## src/sv/bsrf_pkg.sv

```systemverilog
// Shared types and constants for the banked sound register file.
`default_nettype none

package bsrf_pkg;

    localparam int WAVE_DEPTH = 32;
    localparam int WAVE_AW    = 5;

    localparam logic [7:0] OPEN_BUS = 8'hFF;

    localparam logic [3:0] OFF_SEL      = 4'h0;
    localparam logic [3:0] OFF_MAIN_BAL = 4'h1;
    localparam logic [3:0] OFF_FREQ_LO  = 4'h2;
    localparam logic [3:0] OFF_FREQ_HI  = 4'h3;
    localparam logic [3:0] OFF_CTRL     = 4'h4;
    localparam logic [3:0] OFF_BAL      = 4'h5;
    localparam logic [3:0] OFF_WAVE     = 4'h6;
    localparam logic [3:0] OFF_NOISE    = 4'h7;
    localparam logic [3:0] OFF_LFO_FREQ = 4'h8;
    localparam logic [3:0] OFF_LFO_CTRL = 4'h9;

    localparam logic [1:0] MODE_WRITE     = 2'b00;
    localparam logic [1:0] MODE_DIRECT_ON = 2'b11;

    localparam int NOISE_CH_A = 4;
    localparam int NOISE_CH_B = 5;

    typedef struct packed {
        logic       wr;
        logic [3:0] offset;
        logic [7:0] data;
    } acc_t;

    // cdv: bit6 on, bit5 direct, bits4:0 volume; noise: bit5 enable, bits4:0 freq
    typedef struct packed {
        logic [11:0]        freq;
        logic [6:0]         cdv;
        logic [7:0]         pan;
        logic [WAVE_AW-1:0] ptr;
        logic [4:0]         dlatch;
        logic [5:0]         noise;
    } chan_t;

endpackage

`default_nettype wire

```

## src/sv/bsrf_ram.sv

```systemverilog
// Generic single-port-write, registered-read RAM.
`default_nettype none

module bsrf_ram #(
    parameter int WIDTH = 5,
    parameter int DEPTH = 192
) (
    input  wire logic                     clk,
    input  wire logic                     we,
    input  wire logic [$clog2(DEPTH)-1:0] waddr,
    input  wire logic [WIDTH-1:0]         wdata,
    input  wire logic                     re,
    input  wire logic [$clog2(DEPTH)-1:0] raddr,
    output logic      [WIDTH-1:0]         rdata
);

    logic [WIDTH-1:0] mem [DEPTH];

    always_ff @(posedge clk)
    begin
        if (we)
        begin
            mem[waddr] <= wdata;
        end
        if (re)
        begin
            rdata <= mem[raddr];
        end
    end

endmodule

`default_nettype wire

```

## src/sv/bsrf_chan.sv

```systemverilog
// One channel's banked register set and its write decode.
`default_nettype none

module bsrf_chan (
    input  wire logic           clk,
    input  wire logic           rst_n,
    input  wire logic           hit,
    input  wire logic           noise_ok,
    input  wire bsrf_pkg::acc_t acc,
    output bsrf_pkg::chan_t     chan_next,
    output logic                wave_we
);

    import bsrf_pkg::*;

    chan_t chan_reg;

    always_comb
    begin
        chan_next = chan_reg;
        wave_we   = 1'b0;
        if (hit)
        begin
            unique case (acc.offset)
                OFF_FREQ_LO: chan_next.freq[7:0]  = acc.data;
                OFF_FREQ_HI: chan_next.freq[11:8] = acc.data[3:0];
                OFF_CTRL:
                begin
                    chan_next.cdv = {acc.data[7], acc.data[6], acc.data[4:0]};
                    if (acc.data[6])
                    begin
                        chan_next.ptr = '0;
                    end
                end
                OFF_BAL: chan_next.pan = acc.data;
                OFF_WAVE:
                begin
                    if (chan_reg.cdv[6:5] == MODE_WRITE)
                    begin
                        wave_we       = 1'b1;
                        chan_next.ptr = chan_reg.ptr + WAVE_AW'(1);
                    end
                    else if (chan_reg.cdv[6:5] == MODE_DIRECT_ON)
                    begin
                        chan_next.dlatch = acc.data[4:0];
                    end
                end
                OFF_NOISE:
                begin
                    if (noise_ok)
                    begin
                        chan_next.noise = {acc.data[7], acc.data[4:0]};
                    end
                end
                default: ;
            endcase
        end
    end

    always_ff @(posedge clk or negedge rst_n)
    begin
        if (!rst_n)
        begin
            chan_reg <= '0;
        end
        else
        begin
            chan_reg <= chan_next;
        end
    end

endmodule

`default_nettype wire

```

## src/sv/banked_sound_register_file.sv

```systemverilog
// Top level: bus access register file of a wavetable sound generator.
//
//  channel | dir | fields (tdata, from bit 0)
//  s_*     | in  | operation[0] register_offset[4:1] write_data[12:5]
//  m_*     | out | read_data selected_channel chan_frequency chan_control chan_balance
//          |     | wave_address wave_entry direct_level noise_control main_balance
//          |     | lfo_frequency lfo_control
//
// One access per cycle while the result is not stalled.
// Stage one registers the access; stage two applies it and registers the snapshot,
// with the wave store's registered read giving wave_entry.
// Reset clears all state at once; wave entries never written read zero (valid bits).
// A stalled result holds; one access may wait in the input register meanwhile.
`default_nettype none

module banked_sound_register_file #(
    parameter int CHANNEL_COUNT = 6
) (
    input  wire logic        clk,
    input  wire logic        rst_n,
    input  wire logic        s_tvalid,
    output logic             s_tready,
    // operation, register_offset, write_data, 3 zero bits
    input  wire logic [15:0] s_tdata,
    output logic             m_tvalid,
    input  wire logic        m_tready,
    // read_data, selected_channel, chan_frequency, chan_control, chan_balance,
    // wave_address, wave_entry, direct_level, noise_control, main_balance,
    // lfo_frequency, lfo_control, 2 zero bits
    output logic [87:0]      m_tdata
);

    import bsrf_pkg::*;

    localparam int CH_W     = $clog2(CHANNEL_COUNT);
    localparam int WA_W     = CH_W + WAVE_AW;
    localparam int WS_DEPTH = CHANNEL_COUNT * WAVE_DEPTH;

    logic              in_valid_reg;
    acc_t              acc_reg;
    logic              advance;

    logic [2:0]        sel_reg, sel_next;
    logic [7:0]        main_reg, main_next;
    logic [7:0]        lfo_freq_reg, lfo_freq_next;
    logic [2:0]        lfo_mode_reg, lfo_mode_next;

    chan_t             chan_next_arr [CHANNEL_COUNT];
    logic [CHANNEL_COUNT-1:0] wave_we;
    logic              wave_we_any;
    logic              sel_ok_next;
    chan_t             snap;

    logic [WA_W-1:0]   raddr, waddr;
    logic [4:0]        ram_q;
    logic [WS_DEPTH-1:0] vld_reg;

    logic              out_valid_reg;
    logic [2:0]        o_sel_reg;
    chan_t             o_chan_reg;
    logic              o_ok_reg;
    logic              o_ent_ok_reg;
    logic [7:0]        o_main_reg, o_lfo_freq_reg;
    logic [2:0]        o_lfo_mode_reg;
    logic [4:0]        o_entry;

    assign advance  = in_valid_reg && (!out_valid_reg || m_tready);
    assign s_tready = !in_valid_reg || advance;

    always_ff @(posedge clk or negedge rst_n)
    begin
        if (!rst_n)
        begin
            in_valid_reg <= 1'b0;
        end
        else if (s_tready)
        begin
            in_valid_reg <= s_tvalid;
        end
    end

    always_ff @(posedge clk)
    begin
        if (s_tready && s_tvalid)
        begin
            acc_reg <= '{wr: s_tdata[0], offset: s_tdata[4:1], data: s_tdata[12:5]};
        end
    end

    // global registers
    always_comb
    begin
        sel_next      = sel_reg;
        main_next     = main_reg;
        lfo_freq_next = lfo_freq_reg;
        lfo_mode_next = lfo_mode_reg;
        if (advance && acc_reg.wr)
        begin
            unique case (acc_reg.offset)
                OFF_SEL:      sel_next      = acc_reg.data[2:0];
                OFF_MAIN_BAL: main_next     = acc_reg.data;
                OFF_LFO_FREQ: lfo_freq_next = acc_reg.data;
                OFF_LFO_CTRL: lfo_mode_next = {acc_reg.data[7], acc_reg.data[1:0]};
                default: ;
            endcase
        end
    end

    always_ff @(posedge clk or negedge rst_n)
    begin
        if (!rst_n)
        begin
            sel_reg      <= '0;
            main_reg     <= '0;
            lfo_freq_reg <= '0;
            lfo_mode_reg <= '0;
        end
        else
        begin
            sel_reg      <= sel_next;
            main_reg     <= main_next;
            lfo_freq_reg <= lfo_freq_next;
            lfo_mode_reg <= lfo_mode_next;
        end
    end

    for (genvar k = 0; k < CHANNEL_COUNT; k++)
    begin : g_chan
        bsrf_chan u_chan (
            .clk       (clk),
            .rst_n     (rst_n),
            .hit       (advance && acc_reg.wr && (sel_reg == 3'(k))),
            .noise_ok  ((k == NOISE_CH_A) || (k == NOISE_CH_B)),
            .acc       (acc_reg),
            .chan_next (chan_next_arr[k]),
            .wave_we   (wave_we[k])
        );
    end

    assign wave_we_any = |wave_we;
    assign sel_ok_next = ({1'b0, sel_next} < 4'(CHANNEL_COUNT));
    assign snap        = sel_ok_next ? chan_next_arr[sel_next[CH_W-1:0]] : '0;

    // a wave write keeps the select and advances the pointer by one
    assign raddr = {sel_next[CH_W-1:0], snap.ptr};
    assign waddr = {sel_reg[CH_W-1:0], snap.ptr - WAVE_AW'(1)};

    bsrf_ram #(
        .WIDTH (5),
        .DEPTH (WS_DEPTH)
    ) u_wave (
        .clk   (clk),
        .we    (wave_we_any),
        .waddr (waddr),
        .wdata (acc_reg.data[4:0]),
        .re    (advance && sel_ok_next),
        .raddr (raddr),
        .rdata (ram_q)
    );

    always_ff @(posedge clk or negedge rst_n)
    begin
        if (!rst_n)
        begin
            vld_reg <= '0;
        end
        else if (wave_we_any)
        begin
            vld_reg[waddr] <= 1'b1;
        end
    end

    always_ff @(posedge clk or negedge rst_n)
    begin
        if (!rst_n)
        begin
            out_valid_reg <= 1'b0;
        end
        else if (advance)
        begin
            out_valid_reg <= 1'b1;
        end
        else if (m_tready)
        begin
            out_valid_reg <= 1'b0;
        end
    end

    always_ff @(posedge clk)
    begin
        if (advance)
        begin
            o_sel_reg      <= sel_next;
            o_chan_reg     <= snap;
            o_ok_reg       <= sel_ok_next;
            o_ent_ok_reg   <= sel_ok_next && vld_reg[raddr];
            o_main_reg     <= main_next;
            o_lfo_freq_reg <= lfo_freq_next;
            o_lfo_mode_reg <= lfo_mode_next;
        end
    end

    assign o_entry  = o_ent_ok_reg ? ram_q : 5'd0;
    assign m_tvalid = out_valid_reg;
    assign m_tdata  = {
        2'b00,
        o_lfo_mode_reg[2], 5'b0, o_lfo_mode_reg[1:0],
        o_lfo_freq_reg,
        o_main_reg,
        o_chan_reg.noise[5], 2'b0, o_chan_reg.noise[4:0],
        o_chan_reg.dlatch,
        o_entry,
        o_chan_reg.ptr,
        o_chan_reg.pan,
        o_chan_reg.cdv[6], o_chan_reg.cdv[5], 1'b0, o_chan_reg.cdv[4:0],
        o_chan_reg.freq,
        o_sel_reg,
        OPEN_BUS
    };

    a_one_wave_writer: assert property (@(posedge clk) disable iff (!rst_n)
        $onehot0(wave_we))
        else $error("more than one channel writes the wave store");

    a_wave_write_keeps_sel: assert property (@(posedge clk) disable iff (!rst_n)
        wave_we_any |-> (sel_next == sel_reg) && (raddr != waddr))
        else $error("wave write collides with snapshot read");

    a_read_keeps_state: assert property (@(posedge clk) disable iff (!rst_n)
        advance && !acc_reg.wr |=> (sel_reg == $past(sel_reg))
            && (main_reg == $past(main_reg)) && (lfo_mode_reg == $past(lfo_mode_reg)))
        else $error("read access changed global state");

    a_reserved_zero: assert property (@(posedge clk) disable iff (!rst_n)
        out_valid_reg && !o_ok_reg |-> (o_chan_reg == '0) && (o_entry == 5'd0))
        else $error("reserved select shows channel data");

    a_no_write_out_of_range: assert property (@(posedge clk) disable iff (!rst_n)
        wave_we_any |-> ({1'b0, sel_reg} < 4'(CHANNEL_COUNT)))
        else $error("wave write with reserved select");

endmodule

`default_nettype wire

```

## config.mk

```make
export PLATFORM = sky130hd
export DESIGN_NAME = banked_sound_register_file
export DESIGN_NICKNAME = d
export VERILOG_FILES = /design/src/sv/bsrf_pkg.sv /design/src/sv/bsrf_ram.sv /design/src/sv/bsrf_chan.sv /design/src/sv/banked_sound_register_file.sv
export SDC_FILE = /design/constraint.sdc
export NUM_CORES = 2
export LEC_CHECK = 0
export BUFFER_PORTS_ARGS = -buffer_cell sky130_fd_sc_hd__buf_4
export CORE_MARGIN = 5
export CORE_UTILIZATION = 45
export DETAILED_ROUTE_END_ITERATION = 8
export PLACE_DENSITY = 0.69
export SLEW_MARGIN = 20
export SYNTH_ARGS = -nofsm -noshare
export SYNTH_HDL_FRONTEND = slang
export SYNTH_HIERARCHICAL = 1
export SYNTH_SLANG_ARGS = --single-unit
```

## constraint.sdc

```tcl
create_clock -name clk -period 8.1 [get_ports clk]
set_clock_uncertainty 0.05 [all_clocks]
set_input_delay 1.62 -clock clk [delete_from_list [all_inputs] [get_ports clk]]
set_output_delay 1.62 -clock clk [all_outputs]
set_load 0.05 [all_outputs]
```

After elaboration in Yosys (flattened, before gate mapping)

Memories as Yosys holds them, arrays and structs flattened. A register that Yosys moved wholly into a read port is not among the register bits.
Cells that the tools add are included.

Flip-flop bits (word level): 553
Latch bits: 0
RAM bits: 960
Bits in read-only memories: 0
Output and inout bits: 90
Word-level logic and storage cells: 225
Memories: 1

Memory list:

| memory     | words | width | rd ports | clocked after memory_dff | wr ports | line           | text |
|---|---|---|---|---|---|---|---|
| u_wave.mem | 192   | 5     | 1        | 1                        | 1        | bsrf_ram.sv:17 | `logic [WIDTH-1:0] mem [DEPTH];` |

Add/subtract/negate cells: 7
Multipliers: 0
Div/mod/pow operators: 0
Order comparisons: 5
Equality and inequality tests: 20
Shift-type cells: 0
Mux-type cells: 107
Bitwise operators: 2
Reduce and logical (&&, ||, !) cells: 26

Operators with widths:

| cell                | count |
|---|---|
| $mux 43             | 8 |
| $or 192x192->192    | 1 |
| $mux 5              | 31 |
| $bmux 43 s3         | 1 |
| $mux 8              | 16 |
| $pmux 5 s2          | 6 |
| $mux 7              | 6 |
| $add 5x1->5 const B | 6 |
| $mux 1              | 24 |
| $mux 4              | 6 |
| $lt 8x9->1 const B  | 2 |
| $eq 4x3->1 const B  | 4 |
| $mux 16             | 1 |
| $eq 2x2->1 const B  | 6 |
| $logic_and 1x1->1   | 12 |
| $logic_not 2->1     | 6 |
| $mux 3              | 4 |
| $mux 6              | 2 |
| $bmux 1 s8          | 1 |
| $demux 1 s8         | 1 |
| $eq 4x2->1 const B  | 2 |
| $eq 4x4->1 const B  | 2 |
| $ge 8x1->1 const B  | 1 |
| $eq 3x2->1 const B  | 2 |
| 13 further kinds    | 16 |

Depth between registers and ports, before layout

Word-level depth: 16
Gate-level depth with buffers: 26

Modules after synthesis

The synthesis kept the hierarchy.

By module, submodules not included:

| module                     | instances | cells an instance | area each (sq um) | sequential area each (sq um) |
|---|---|---|---|---|
| bsrf_ram                   | 1         | 1855              | 37996.4           | 28977.8 |
| banked_sound_register_file | 1         | 1389              | 14385.0           | 7777.5 |
| bsrf_chan                  | 6         | 124               | 1840.5            | 1076.0 |

Worst setup path after synthesis

OpenSTA, ideal clock, no wires.

Path kind: input port to flip-flop
Start point: input m_tready
End point: register u_wave.rdata[4] (read register of u_wave.mem), data pin
Data arrival time: 8.324 ns
Required time: 7.781 ns
Setup slack: -0.543 ns
Stages on the path: 21
Cells stage by stage: nand2b_1 and2_1 clkbuf_1 nand2_1 nor4_1 nand4bb_1 or2_2 a22o_1 nand3_1 a211oi_2 nor3_4 inv_2 buf_2 buf_2 buf_4 buf_4 buf_2 mux4_2 mux4_2 a221oi_1 o31ai_1

RTL lines:

| element     | line                             | text |
|---|---|---|
| from (decl) | banked_sound_register_file.sv:26 | `input wire logic m_tready,` |
| to (decl)   | bsrf_ram.sv:14                   | `output logic [WIDTH-1:0] rdata` |

==> impl_metrics.yaml <==
timing:
  hold_viol: 0
  grt_setup_unrepaired: "no"
  slew_viol_final: 0
  period_share: 0.815
  period_needed_ns: 6.61
  tightest_slew_ns: 1.21
  slew_headroom: 0.189
  setup_viol_count_final: 0
  setup_tns_ns: 0
  max_freq_ghz: 0.151
routing:
  ant_nets: 0
  drtIter0Drc: 3583
  dr.pass1.iters: 5
  num_vias: 36140
  wl_per_cell_um: 24.8
  drc: 0
  via_per_inst: 5.88
  routed_wl_um: 152000
layout:
  largest_reg_flops: 960
  nets: 4176
  synthToLayoutAreaGrowth_pct: 12.7
  drive_above_1_share: 0.239
min_path:
  min_path_cells: 2
  worstHoldPathType: "register to register"
worst_setup_path:
  cp_max_fo: 24
  critPathBufInv: 5
  path_common_cell: "buf_4"
  cp_data_arrival_time_ns: 6.96
  path_delay_family: "simple AND/OR/NAND/NOR gates"
  crit_cells: 19
  cp_slowest_cell: "xnor2_1"
  path_class: "input pin to register"
  critPathCaptureType: "register"
  required_ns: 8.46
  cp-start-kind: "input pin"
  rr_worst_depth: 16
  slowest_delay_ns: 0.71
  crit_chain: "buf_4, nand2b_1, and2_4, nand2_1, nor4_1, buf_4, nor2b_1, nand2_1, o2bb2ai_1, nand3_1, a211oi_1, nor3_4, buf_4, xnor2_1, buf_4, nand4_1, inv_1, nand2_1, nor2_1"
clock_tree:
  h-tree-depth: 4
  cts_sinks: 1518
  cts_buffers: 149
  postCtsSetupBuffers: 0
  clock_latency_ns: 0.77
  cts_resized: 0
  cts_max_path_buffers: 3
  tritoncts: "done"
  hold_buffers: 0
  cts-root-buf: "clkbuf_16"
  clkTransAtPathRegs_ns: 0.06
yosys:
  yosysTopAreaCell: "edfxtp_1"
  synth.distinct_cells: 91
  syn_inst: 3988
  synthFlopType: "edfxtp_1"
  avgSynthCellArea_um2: 15.9
  synth_top_area_frac: 0.494
  ys_seq_area_frac: 0.681
  synthesis.area_mm2: 0.0634
  ys.warnings.count: 6
  synth_commonest_cells: "edfxtp_1, dfrtp_1, nand2_1"
  synthTopCellsByArea: "edfxtp_1, dfrtp_1, mux4_2"
  synth.ff_latch_count: 1518
  synth_edf_count: 1044
  yosysMostFrequentCell: "edfxtp_1"
  synth-async-reset-ratio: 0.312
grt:
  grt_max_degree: 220
  grtUsageTotal: 0.205
  grt_pass1_vias: 36436
  antenna_found_initial: 2
  grt_pass1_wl_um: 231000
  grt_overflow: 0
place:
  place_congestion: 0.828
  dpl.hpwl_um: 93500
  io_buffers: 88
outcome:
  status: "completed"
floorplan:
  fp.dieW_um: 385
  core_area_mm2: 0.140
  die_h_um: 385
  num_rows: 137
  initial_core_util: 0.453
  die_area_mm2: 0.149
  ios: 110
pwr:
  p_total_w: 0.0195
  pwr_density_cell_mw_per_mm2: 272
  vdd_drop_max_mv: 0.214
  leakage_nw: 27.2
flow_run:
  max_cap_violations: 0
-- per-layer routing --
| layer | GRT usage | vias to the layer above | routed length, um |
|---|---|---|---|
| met5 | 0 | - | 0 |
| met4 | 0.0617 | 0 | 3910 |
| met3 | 0.0472 | 266 | 12700 |
| met2 | 0.329 | 1427 | 73000 |
| met1 | 0.283 | 18803 | 62700 |
| li1 | - | 15644 | - |
-- power by group --
group          total [W]  switching (W)  internal, W  leakage (nW)
Clock            0.00693        0.00290      0.00403          2.38
Combinational    0.00389        0.00241      0.00148          8.81
Sequential       0.00866       0.000108      0.00855          16.0
-- cell families (layout without fill, tap and decap cells) --
group           after synthesis  count (layout)  synth area share
other cells                   2              25          0.000118
fa+ha+maj                     7               7           0.00138
flops                      1518            1518             0.681
compound gates              516             516            0.0591
buf+inv                     256             512            0.0203
mux                         671             671             0.160
xor+xnor                      9               9           0.00124
simple gates               1009            1009            0.0767
-- worst paths after layout --
path,startpoint,end,slack (ns)
max in group asynchronous,rst_n,vld_reg[123],5.66
min in group asynchronous,rst_n,g_chan[0].u_chan/chan_reg[16],0.82
setup / recovery,m_tready,u_wave/mem[15][0],1.49
setup reg to reg,sel_reg[0],u_wave/mem[15][0],1.76
hold / removal,vld_reg[16],vld_reg[16],0.40
hold reg to reg,vld_reg[16],vld_reg[16],0.40
-- worst min-delay path, cell delays in order (launching register included) --
cell and delay (ns):
dfrtp_1 0.33, inv_1 0.05, nand2_1 0.05
-- area by class of cell --
cell class	instances	area [um^2]
Inverter	21	101
Antenna cell	1	2.50
Multi-Input combinational cell	2236	19000
Timing Repair Buffer	223	1900
Sequential cell	1518	43200
Fill cell	11443	68400
Clock buffer	195	4080
Clock inverter	73	790
Tap cell	1876	2350
-- cells in the final DEF (no fill, tap or decap), types with 15 or more instances in the layout --
cell type,Yosys,layout
edfxtp_1,1044,1044
dfrtp_1,474,474
nand2_1,340,340
nor2_1,267,267
mux2_2,243,243
mux4_2,237,237
buf_4,46,204
nand3_1,181,181
a21o_1,181,181
mux2i_1,158,158
clkbuf_16,0,154
o21ai_0,84,84
a21oi_1,38,38
clkbuf_1,98,34
mux2_4,30,30
clkinv_1,1,27
nor2b_1,25,25
a31oi_1,24,24
o221ai_1,24,24
o21bai_1,24,24
conb_1,2,24
and2_1,25,23
nor3_1,20,19
nand4_1,16,16
clkinv_2,0,16
bufinv_16,0,15
-- through the flow --
step | cells | cell area [um^2] | hold WS, ns | worst slack [ns] | util
final | 6143 | 71500 | 0.399 | 1.49 | 0.511
after global routing | 6142 | 71500 | 0.413 | 1.21 | 0.511
after global placement | 5870 | 66500 | 0.381 | 0.847 | 0.475
after floorplan | 4010 | 63500 | 0.364 | 0.588 | -
after detailed placement | 5870 | 66500 | 0.384 | 0.808 | 0.475
after CTS | 6138 | 71400 | 0.399 | 1.62 | 0.510
No activity file was read; power rests on OpenSTA's default activity.
